$ cat config.mk
export PLATFORM = sky130hd
export DESIGN_NAME = sb2da_ctrl
export DESIGN_NICKNAME = d
export VERILOG_FILES = /design/src/rtl/sb2da_pkg.sv /design/src/rtl/sb2da_ctrl.sv
export SDC_FILE = /design/constraint.sdc
export NUM_CORES = 1
export LEC_CHECK = 0
export ABC_CLOCK_PERIOD_IN_PS = 3730
export BUFFER_PORTS_ARGS = -buffer_cell sky130_fd_sc_hd__buf_2
export CAP_MARGIN = 20
export CORE_AREA = 5 5 42 44
export CTS_CLUSTER_SIZE = 12
export DETAILED_ROUTE_END_ITERATION = 6
export DIE_AREA = 0 0 47 49
export PLACE_DENSITY = 0.45
export SLEW_MARGIN = 15
export SYNTH_ARGS = -nofsm -noshare
export SYNTH_HDL_FRONTEND = slang
export SYNTH_SLANG_ARGS = --single-unit
$ cat constraint.sdc
create_clock -name clk -period 3.73 [get_ports clk]
set_input_delay 0.373 -clock clk [delete_from_list [all_inputs] [get_ports clk]]
set_output_delay 0.373 -clock clk [all_outputs]
set_load 0.03 [all_outputs]
$ cat src/rtl/sb2da_pkg.sv
// ----------------------------------------------------------------------------
// sb2da_pkg
// Shared types and constants for the signed binary to decimal ASCII converter.
// ----------------------------------------------------------------------------
package sb2da_pkg;

	localparam int unsigned ValueWidth = 32;
	localparam int unsigned CharWidth  = 7;
	localparam int unsigned DigitWidth = 4;
	localparam int unsigned MaxDigits  = 10;
	localparam int unsigned CountWidth = 4;

	localparam logic [CharWidth-1:0] AsciiZero  = 7'd48;
	localparam logic [CharWidth-1:0] AsciiMinus = 7'd45;

	// floor(x * RecipTen / 2^35) equals floor(x / 10) for every 32-bit x.
	localparam logic [31:0] RecipTen   = 32'hCCCC_CCCD;
	localparam int unsigned RecipShift = 35;

	typedef enum logic [1:0] {
		ST_IDLE,
		ST_CONV,
		ST_SIGN,
		ST_EMIT
	} state_t;

	typedef struct packed {
		logic load;
		logic step;
		logic pop;
		logic sel_minus;
	} dp_cmd_t;

	typedef struct packed {
		logic quo_zero;
		logic negative;
		logic one_left;
	} dp_sts_t;

endpackage

$ cat src/rtl/sb2da_ctrl.sv
// ----------------------------------------------------------------------------
// sb2da_ctrl
// Controller: sequences load, conversion, sign and digit emission.
// ----------------------------------------------------------------------------
module sb2da_ctrl (
	input  logic               clk,
	input  logic               arst_n,
	input  logic               start,
	input  sb2da_pkg::dp_sts_t sts,
	output sb2da_pkg::dp_cmd_t cmd,
	output logic               busy,
	output logic               char_valid,
	output logic               last_char
);

	sb2da_pkg::state_t state_q;
	sb2da_pkg::state_t state_nxt;

	always_ff @(posedge clk or negedge arst_n) begin
		if (!arst_n) begin
			state_q <= sb2da_pkg::ST_IDLE;
		end else begin
			state_q <= state_nxt;
		end
	end

	always_comb begin
		state_nxt = state_q;
		case (state_q)
			sb2da_pkg::ST_IDLE: begin
				if (start) state_nxt = sb2da_pkg::ST_CONV;
			end
			sb2da_pkg::ST_CONV: begin
				if (sts.quo_zero) begin
					state_nxt = sts.negative ? sb2da_pkg::ST_SIGN : sb2da_pkg::ST_EMIT;
				end
			end
			sb2da_pkg::ST_SIGN: begin
				state_nxt = sb2da_pkg::ST_EMIT;
			end
			sb2da_pkg::ST_EMIT: begin
				if (sts.one_left) state_nxt = sb2da_pkg::ST_IDLE;
			end
			default: begin
				state_nxt = sb2da_pkg::ST_IDLE;
			end
		endcase
	end

	always_comb begin
		cmd        = '0;
		busy       = 1'b1;
		char_valid = 1'b0;
		last_char  = 1'b0;
		case (state_q)
			sb2da_pkg::ST_IDLE: begin
				busy     = 1'b0;
				cmd.load = start;
			end
			sb2da_pkg::ST_CONV: begin
				cmd.step = 1'b1;
			end
			sb2da_pkg::ST_SIGN: begin
				cmd.sel_minus = 1'b1;
				char_valid    = 1'b1;
			end
			sb2da_pkg::ST_EMIT: begin
				cmd.pop    = 1'b1;
				char_valid = 1'b1;
				last_char  = sts.one_left;
			end
			default: begin
				busy = 1'b0;
			end
		endcase
	end

endmodule

==> Yosys cells after proc, flatten, opt, wreduce, memory -nomap -nowiden <==
Index checks and enable logic that the tools add are counted.
{ "op_classes": {"n_eq_ne": 6, "muxes": 12, "reduce_logical": 3} }
{ "op_table": {"columns": ["cell", "n"], "rows": [
  ["$mux 1", 8],
  ["$pmux 2 s4", 1],
  ["$mux 2", 3],
  ["$ne 2x2->1 const B", 3],
  ["$eq 2x2->1 const B", 2],
  ["$reduce_and 3->1", 1],
  ["$eq 2x1->1 const B", 1],
  ["$logic_not 2->1", 1],
  ["$reduce_or 2->1", 1]
]} }
{ "word_totals": {"register_bits": 2, "out_inout_bits": 7} }

==> Depth between registers and ports, before layout <==
Gate-level depths: netlist of the first run.
{ "depth": {"ltp_word": 3, "ltp_mapped": 5, "ltp_nobuf": 5} }

==> Worst setup path after synthesis of the first run <==
OpenSTA, ideal clock, no wires.
{ "synth_timing": {"path_type": "reg-to-reg", "start": "reg state_q[1]", "end": "reg state_q[1]", "setup_ns": 0.125, "arrival_time_ns": 1.448, "slack_ns": 2.157, "path_stages_with_launch": 6, "path_buffers": 0, "period_less_slack_ns": 1.573, "cell_sequence": "dfrtp_1 inv_1 ha_1 nor2b_4 nor3_4 mux2_4"} }
{ "synth_via": {"elab_chain_cells": 3} }
{ "synth_rtl": {"columns": ["item", "line_no", "source"], "rows": [
  ["start: declaration", "sb2da_ctrl.sv:16", "sb2da_pkg::state_t state_q;"],
  ["start signal: assignment", "sb2da_ctrl.sv:21", "state_q <= sb2da_pkg::ST_IDLE;"],
  ["start signal: assignment", "sb2da_ctrl.sv:23", "state_q <= state_nxt;"],
  ["$eq 2x1->1 (tied with other cells)", "sb2da_ctrl.sv:29", "case (state_q)"],
  ["$ne 2x2->1 (no source line)", null, null],
  ["$reduce_and 3->1 (no source line)", null, null]
]} }
Several ways; a longest one is shown, not always the timed one.
A chain may end at the register's enable or synchronous reset.

==> Final worst setup path of the first run <==
{ "layout_timing": {"start": "reg state_q[0]", "end": "out char_valid"} }
{ "layout_via": {"elab_chain_cells": 3} }
{ "layout_rtl": {"columns": ["item", "line_no", "source"], "rows": [
  ["$eq 2x2->1", "sb2da_ctrl.sv:55", "case (state_q)"],
  ["$reduce_or 2->1 (no source line) *", null, null],
  ["$mux 1 *", "sb2da_ctrl.sv:55", null],
  ["end: declaration", "sb2da_ctrl.sv:12", "output logic char_valid,"]
]} }
Mark *: on every way between the ends. The rest lies on a longest branch, timed or not.

==> results of run 1 <==
## cells in the mapped netlist
| cell | instances |
|---|---|
| and2_2 | 1 |
| nor2_1 | 1 |
| nor4_2 | 1 |
| nor3_4 | 1 |
| inv_1 | 3 |
| mux2_4 | 1 |
| and2_1 | 1 |
| or2_1 | 1 |
| nor2b_4 | 3 |
| ha_1 | 5 |
| a211oi_1 | 1 |
| a2bb2oi_2 | 1 |
| dfrtp_1 | 2 |
| inv_2 | 1 |
## worst register-to-register path, cell delays in order (launching register included)
cell	delay (ps)
dfrtp_1	420
inv_1	100
ha_1	220
nor2b_4	150
nor3_4	210
mux2_4	320
## power groups by stage
stage          registers, mW  clock network, mW  logic, mW
2_1_floorplan         0.0471                  0      0.232
3_3_place_gp          0.0515                  0      0.286
3_5_place_dp          0.0515                  0      0.286
4_1_cts               0.0514             0.0507      0.289
5_1_grt               0.0543             0.0564      0.308
6_report              0.0510             0.0478      0.284
## layer usage
metal	up-vias	wire length, um	GRT usage
li1	107	-	-
met1	82	277	0.0791
met2	13	196	0.0701
met3	0	77	0.0332
met4	0	0	0.0415
met5	-	0	0
## how the worst min path moves through the flow
stage,from,endpoint,depth (start not counted)
global route,arst_n,state_q[0]$_DFFE_PN0P_,2
finish,arst_n,state_q[1]$_DFFE_PN0P_,2
floorplan,arst_n,state_q[0]$_DFFE_PN0P_,0
detailed placement,arst_n,state_q[0]$_DFFE_PN0P_,1
CTS,arst_n,state_q[1]$_DFFE_PN0P_,2
global placement,arst_n,state_q[1]$_DFFE_PN0P_,1
## cell families after synthesis
family | share of synthesized area
AOI/OAI and AO/OA | 0.0870
muxes | 0.0580
DFF | 0.193
adders and majority gates | 0.242
buffers and inverters | 0.0580
and+or+nand+nor | 0.362
## metrics by stage
stage / instances / worst slack, ps / hold slack (ps) / area (um^2) / power [mW]
floorplan: 23 / 2160 / 77.4 / 259 / 0.279
global placement: 51 / 2200 / 159 / 339 / 0.338
detailed placement: 51 / 2190 / 161 / 339 / 0.338
CTS: 55 / 2040 / 455 / 372 / 0.391
global route: 55 / 1960 / 468 / 372 / 0.419
finish: 55 / 2070 / 465 / 372 / 0.382
## cell type report
type	count	area (um^2)
fillers	163	1030
well taps	16	20.0
multi-input cells	17	194
clock buffers	3	22.5
inverters	4	15.0
repair buffers	13	70.1
flip-flops and latches	2	50.0
==> results.md, run 1 <==
* Status: completed
* CTS max path bufs at 2
* Final Cycle Share at 0.446
* Final core occ at 0.265
* Crit path depth at 4
* Clk root buf: clkbuf_4
* Ys Warns at 0
* Ranking of synthesized cells by area: ha_1, dfrtp_1, nor2b_4
* Final antenna-violating net count at 0
* Reg2reg end: state_q[1]$_DFFE_PN0P_
* Placer Congestion at 0.708
* CP top delay family: flip-flops
* Slew HR at 0.806
* Layout cells sized above 1 at 0.615
* Origin of the critical flop-to-flop path: state_q[1]$_DFFE_PN0P_
* TritonCTS clock tree: built
* Min-delay worst type: primary input to async pin
* Largest Register: state_q
* Clock share of power at 0.125
* Clock sink count at 2
* Most common cell after layout, fill and taps aside: buf_2
* Worst EP required at 3360 ps
* FMAX at 0.601 GHz
* Critical Path Start: state_q[0]$_DFFE_PN0P_
* Maximum vdd ir drop at 332 uV
* Startpoint Class: flop
* CP arrival at 1290 ps
* Yosys cell types at 14
* TritonRoute pass-1 iters at 4
* Share of the synthesized area in the top cell type at 0.242
* DR WL/cell at 10.0 um
* Most area-hungry cell type in the Yosys netlist: ha_1
* Crit path buf inv count at 2
* Number of global-route vias before repair at 222
* Worst Reg-to-Reg Cells at 5
* Port bufs at 12
* Row count at 14
* Final min period at 1660 ps
* CTS buffer count at 3
* Initial Util at 0.185
* Cells after Synth at 23
* Total Wirelength at 551 um
* Largest register FFs at 2
* CP Class: flop to output port
* Full die area at 2300 um^2
* CP endpoint: char_valid
* Post-synthesis register bit count at 2
* Unrepaired setup endpoints after global routing: false
* Via/cell ratio at 3.67
* GRT Total Usage at 0.0599
* Htree depth at 1
* Initial antenna violation count at 0
* Reg power frac at 0.133
* DRT iter0 DRCs at 3
* Clock Latency Late Sink at 220 ps
* Final nets at 52
* CP peak stage delay at 410 ps
* Pleak at 0.197 nW
* Register area share after synthesis at 0.193
* Post-CTS Hold Fix Bufs at 1
* Post-DP HPWL at 455 um
* Net Switching at 0.190 mW
* Max Cap Viol at 0
* Core box area at 1400 um^2
* IO Pins at 13
* Pwr dens at 1030 nW/um^2
* Via count at 202
* Max Slew Vio Count at 0
* Largest net degree at the start of global routing at 6
* Post-Route Setup TNS at 0 ps
* Most frequent cells in the layout: buf_2, ha_1, inv_1, nor2b_4, clkbuf_4
* DIE HEIGHT at 49 um
* CP cell instances: inv_2, ha_1, or2_1, buf_2
* CP max FO at 4
* Clk pin slew, worst setup/hold paths at 30 ps
* Regs by FF count: state_q: 2 flops
* Setup bufs post-CTS at 0
* P_int at 0.192 mW
* Post-CTS Resized at 0
* Residual DRC count at 0
* Gate power share at 0.742
* Final setup fails at 0
* Overflow after GRT at 0
* Diode count at 0
* Final Hold Viols at 0
* Setup crit end kind: output port
* Area growth from synthesis to layout at 43.5%
* Critical-path top delay cell: dfrtp_1
* Die width at 47 um
* Clk_skew at 2.77 ps
* Synth Area per Inst at 11.3 um^2
* Slew @ Worst Pin at 289 ps
* Mapped Nets at 34
* R2r setup slk at 2190 ps
* First-pass GRT wire length at 952 um
* Post-Syn Area at 259 um^2
* Sw Share at 0.497
Note: power is estimated with default switching activity, not from simulation.
==> run 2, diff against run 1 <==
Settings changed: ABC_AREA from default to 1, ABC_CLOCK_PERIOD_IN_PS 3730 to 1380, PLACE_DENSITY 0.45 to 0.44.
Clock period 3.73 ns to 1.38 ns, I/O delays scaled along.
==> results.md, run 2 <==
* Most used routing layer in global routing: met2
* GRT Total Usage at 0.0557 (-0.00419)
* Post-DP Area at 318 um^2 (-6.3%)
* Gate power share at 0.736 (-0.006)
* Met3 usage at 0.0111 (-0.0221)
* Final nets at 67 (+29%)
* Slew @ Worst Pin at 157 ps (-132 ps)
* IO Pins at 13 (unchanged)
* TritonRoute pass-1 iters at 2 (-2)
* Post-Syn Area at 230 um^2 (-11%)
* Pwr dens at 2600 nW/um^2 (+150%)
* Tot Pwr at 0.990 mW (+160%)
* Most common cell after layout, fill and taps aside: nand2_1
* CP arrival at 1220 ps (-70 ps)
* Clk_skew at 0.393 ps (-2.37 ps)
* Most frequent cells in the layout: nand2_1, inv_1, buf_2
* Most area-hungry cell type in the Yosys netlist: ha_1
* TritonCTS clock tree: built
* Clock Latency Late Sink at 220 ps (about the same)
* CP peak stage delay at 380 ps (-30 ps)
* P_int at 0.478 mW (+150%)
* Number of flops mapped to enable cells by yosys at 0 (unchanged)
* Min-delay worst type: primary input to async pin
* Worst EP required at 1240 ps (-2120 ps)
* Post-DP HPWL at 425 um (-6.5%)
* Unrepaired setup endpoints after global routing: true
* CP max FO at 4 (unchanged)
* Initial antenna violation count at 0 (unchanged)
* Cells after Synth at 36 (+57%)
* CP Class: flop to output port
* Max Slew Vio Count at 0 (unchanged)
* Final core occ at 0.271 (+0.00625)
* Most numerous cell in the Yosys netlist: nand2_1
* Final Hold Viols at 0 (unchanged)
* Slew HR at 0.896 (+0.0897)
* FFs w/ async S/R, synth at 1.00 (unchanged)
* Final WS setup at 23.2 ps (-2040 ps)
* FMAX at 0.737 GHz
* Post-synthesis register bit count at 2 (unchanged)
* Overflow after GRT at 0 (unchanged)
* CTS max path bufs at 2 (unchanged)
* Most frequent cells after synthesis: nand2_1, inv_1, ha_1
* Die width at 47 um (unchanged)
* Synth Area per Inst at 6.40 um^2 (-43%)
* R2r setup slk at 180 ps (-2010 ps)
* Largest register FFs at 2 (unchanged)
* Share of the synthesized area in the top cell type at 0.272 (+0.0302)
* Reg2reg end: state_q[1]$_DFFE_PN0P_
* Final hold slack at 223 ps (-241 ps)
* Clock sink count at 2 (unchanged)
* Via/cell ratio at 3.51 (-4.3%)
* Origin of the critical flop-to-flop path: state_q[0]$_DFFE_PN0P_
* Largest net degree at the start of global routing at 6 (unchanged)
* Mapped Nets at 47 (+38%)
* Area growth from synthesis to layout at 65.2%
* Clk pin slew, worst setup/hold paths at 30 ps (about the same)
* First-pass GRT wire length at 917 um (-3.7%)
* Status: completed
* DR WL/cell at 7.29 um (-27%)
* Pleak at 0.249 nW (+26%)
* Fillcell total at 167 (+2.5%)
* Largest Register: state_q
* DRT iter0 DRCs at 1 (-2)
* Ranking of synthesized cells by area: ha_1, dfrtp_1, nand2_1
* Placer Congestion at 0.746 (+5.4%)
* Reg power frac at 0.135 (+0.002)
* Sw Share at 0.517 (+0.0204)
* Critical-path top delay cell: dfrtp_1
* Setup crit end kind: output port
* Residual DRC count at 0 (unchanged)
* Clock share of power at 0.129 (+0.004)
* Post-Place Setup Slack at 91.9 ps (-2100 ps)
* Final min period at 1360 ps
* Net Switching at 0.512 mW (+170%)
* Layout cells sized above 1 at 0.463 (-0.152)
* DIE HEIGHT at 49 um (unchanged)
* Port bufs at 12 (unchanged)
* Core box area at 1400 um^2 (unchanged)
* M1 GR Usage at 0.0639 (-0.0152)
* Ys Warns at 0 (unchanged)
* Final Cell Area at 380 um^2 (+2.4%)
* Dpl cells at 65 (+27%)
* Register area share after synthesis at 0.217 (+0.0242)
* Clk root buf: clkbuf_4
* Diode count at 0 (unchanged)
* CP cell instances: inv_2, ha_2, or2_4, buf_6
* Final antenna-violating net count at 0 (unchanged)
* Worst Reg-to-Reg Cells at 7 (+2)
* Post-Route Setup TNS at 0 ps (unchanged)
* Number of non-filler instances in the completed layout at 70 (+27%)
* Top FF cell, synth: dfrtp_1
* Total Wirelength at 510 um (-7.4%)
* Maximum vdd ir drop at 938 uV (+180%)
* Via count at 246 (+22%)
* CTS buffer count at 3 (unchanged)
* Initial Util at 0.164 (-0.0205)
* Final Cycle Share at 0.983
* Yosys cell types at 7 (-7)
* Regs by FF count: state_q: 2 flops
* Full die area at 2300 um^2 (unchanged)
* Final setup fails at 0 (unchanged)
* Htree depth at 1 (unchanged)
* Startpoint Class: flop
* Global Route met2 Usage at 0.0792 (+0.00905)
* Max Cap Viol at 0 (unchanged)
* Row count at 14 (unchanged)
* Number of global-route vias before repair at 256 (+15%)
-- run 2: area by class of cell --
class	count	area [um^2]	share of cell area
repair buffers	15	96.3	0.253
inverters	11	41.3	0.109
flip-flops and latches	2	51.3	0.135
multi-input cells	23	149	0.391
well taps	16	20.0	0.0526
clock buffers	3	22.5	0.0592
-- run 2: how the worst max path moves through the flow --
stage	from	to	slack [ps]	depth (start not counted)
final	state_q[0]$_DFFE_PN0P_	char_valid	20	4
after detailed placement	state_q[0]$_DFFE_PN0P_	char_valid	90	4
after CTS	state_q[1]$_DFFE_PN0P_	cmd[3]	4	5
after global routing	state_q[1]$_DFFE_PN0P_	last_char	-40	5
after global placement	state_q[0]$_DFFE_PN0P_	char_valid	110	4
after floorplan	state_q[0]$_DFFE_PN0P_	char_valid	50	3
-- run 2: per-layer routing --
layer,up-vias,part of all wire
met5,-,0
met4,0,0
met3,0,0.075
met2,5,0.53
met1,102,0.39
li1,139,-
-- run 2: logic make-up after synthesis --
| group | synth area share |
|---|---|
| adders and majority gates | 0.272 |
| and+or+nand+nor | 0.332 |
| buffers and inverters | 0.179 |
| DFF | 0.217 |
-- run 2: repair_timing --
item,CTS,global route
hold buffers,1,0
resized for setup,7,5
pin swaps,1,1
hold endpoints to repair,2,0
endpoints found under the setup margin,3,5
setup buffers,1,0
-- run 2: power by group through the flow --
stage	logic, mW	registers (mW)	clock network, mW
after detailed placement	0.641	0.131	0
after CTS	0.729	0.128	0.139
final	0.729	0.134	0.128
after floorplan	0.490	0.124	0
after global routing	0.829	0.136	0.149
after global placement	0.653	0.132	0
-- run 2: worst max-delay path: cells and delay by family (launching register included) --
family	cells	cell delay (ps)
flops	1	380
buf+inv	2	220
simple gates	1	220
fa+ha+maj	1	180
==> run 3, diff against run 2 <==
Settings changed: ABC_AREA 1 to 0, PLACE_DENSITY 0.44 to 0.46.
==> results.md, run 3 (synthesized netlist as in run 1, its figures left out) <==
* Status: complete, but fails checks
* Failing checks: setup timing
* Clk root buf: clkbuf_4
* IO Pins at 13 (unchanged)
* Residual DRC count at 0 (unchanged)
* Final Cell Area at 556 um^2 (+46%)
* Layout cells sized above 1 at 0.846 (+0.383)
* Max Cap Viol at 0 (unchanged)
* Clk_skew at 4.40 ps (+4.01 ps)
* Unrepaired setup endpoints after global routing: true
* FMAX at 0.681 GHz (-7.6%)
* Die width at 47 um (unchanged)
* Slew @ Worst Pin at 229 ps (+71.4 ps)
* Final hold slack at 225 ps (+1.95 ps)
* Core box area at 1400 um^2 (unchanged)
* Row count at 14 (unchanged)
* Pleak at 0.265 nW (+6.4%)
* Htree depth at 1 (unchanged)
* Via/cell ratio at 3.94 (+12%)
* Final nets at 64 (-4.5%)
* Final setup fails at 4 (+4)
* Via count at 268 (+8.9%)
* CP max FO at 4 (unchanged)
* Most frequent cells in the layout: buf_4, buf_2, buf_6
* Overflow after GRT at 0 (unchanged)
* Max Slew Vio Count at 0 (unchanged)
* CP Class: flop to flop
* Worst EP required at 1480 ps (+240 ps)
* Placer Congestion at 0.622 (-17%)
* Post-Place Setup Slack at -84.1 ps (-176 ps)
* Diode count at 0 (unchanged)
* Total Wirelength at 671 um (+32%)
* Min-delay worst type: primary input to async pin
* Final min period at 1470 ps (+112 ps)
* Clock Latency Late Sink at 230 ps (about the same)
* Setup crit end kind: flop
* Clock sink count at 2 (unchanged)
* Regs by FF count: state_q: 2 flops
* Number of non-filler instances in the completed layout at 68 (-2.9%)
* TritonCTS clock tree: built
* DR WL/cell at 9.87 um (+35%)
* Final Hold Viols at 0 (unchanged)
* CTS max path bufs at 2 (unchanged)
* Maximum vdd ir drop at 1070 uV (+15%)
* Full die area at 2300 um^2 (unchanged)
* Post-DP Area at 435 um^2 (+37%)
* TritonRoute pass-1 iters at 4 (+2)
* Final Cycle Share at 1.06 (+0.0810)
* Clk pin slew, worst setup/hold paths at 30 ps (about the same)
* Startpoint Class: flop
* Largest Register: state_q
* Largest register FFs at 2 (unchanged)
* DIE HEIGHT at 49 um (unchanged)
* Area growth from synthesis to layout at 114%
* Port bufs at 12 (unchanged)
* Slew HR at 0.846 (-0.0496)
* Dpl cells at 60 (-7.7%)
* Initial antenna violation count at 0 (unchanged)
* Final WS setup at -88.6 ps (-112 ps)
* GRT Total Usage at 0.0790 (+0.0234)
* Post-Route Setup TNS at -249 ps (-249 ps)
* Number of global-route vias before repair at 300 (+17%)
* Largest net degree at the start of global routing at 5 (-1)
* Post-DP HPWL at 519 um (+22%)
* CTS buffer count at 3 (unchanged)
* DRT iter0 DRCs at 1 (unchanged)
* Fillcell total at 146 (-13%)
* Origin of the critical flop-to-flop path: state_q[0]$_DFFE_PN0P_
* Initial Util at 0.185 (+0.0205)
* Pwr dens at 2770 nW/um^2 (+6.5%)
* Critical Path Start: state_q[0]$_DFFE_PN0P_
* Final antenna-violating net count at 0 (unchanged)
* Most common cell after layout, fill and taps aside: buf_4
* First-pass GRT wire length at 1.24 mm (+35%)
* CP arrival at 1570 ps (+350 ps)
run 3: changes by cell type in the layout (fill, tap and decap cells not counted), moves of 2 or more:
cell and change:
nand2_1 -13, inv_1 -7, buf_4 +6, buf_6 +6
ha_4 +3, nand3_1 -3, nor2b_4 +3, buf_2 -2
ha_2 -2
run 3: stage by stage:
stage                     utilization  power, mW
after global routing            0.396       1.68
after detailed placement        0.311       1.15
after CTS                       0.388       1.52
after floorplan                     -      0.835
final                           0.396       1.54
after global placement          0.311       1.15
run 3: layout make-up:
cell class,instances,area [um^2],area share
Timing Repair Buffer,25,199,0.358
Inverter,4,17.5,0.0315
Sequential cell,2,52.6,0.0946
Multi-Input combinational cell,17,240,0.432
Tap cell,16,20.0,0.0360
Clock buffer,4,26.3,0.0473
run 3: routing by layer:
layer	vias up	wire length, um	track usage
met2	6	417	0.122
met3	2	22	0.0221
met5	-	0	0
met1	128	215	0.0819
met4	0	15	0.0691
li1	132	-	-
run 3: worst paths after layout:
check | slack, ps | end | depth (start not counted)
max in group asynchronous | 1040 | state_q[1]$_DFFE_PN0P_ | 2
min reg2reg | 630 | state_q[1]$_DFFE_PN0P_ | 1
max | -90 | state_q[1]$_DFFE_PN0P_ | 5
min | 230 | state_q[0]$_DFFE_PN0P_ | 2
max reg2reg | -90 | state_q[1]$_DFFE_PN0P_ | 5
min in group clk | 310 | state_q[0]$_DFFE_PN0P_ | 4
run 3: worst max-delay path: stages (launching register included):
cell     delay (ps)
dfrtp_2         430
buf_4           160
ha_4            150
nor2b_4         130
nor3_4          150
mux2_4          320
run 3: what timing repair did:
action,CTS,global route
hold endpoints to repair,2,0
gates resized for setup,15,3
endpoints found under the setup margin,7,7
buffers inserted,3,0
hold buffers,1,0
gates cloned,0,0
pin swaps,3,2
run 3: report_power, final:
group | internal, mW | total (mW) | switching (mW)
clock network | 0.108 | 0.147 | 0.0391
logic | 0.682 | 1.23 | 0.552
registers | 0.0991 | 0.159 | 0.0599
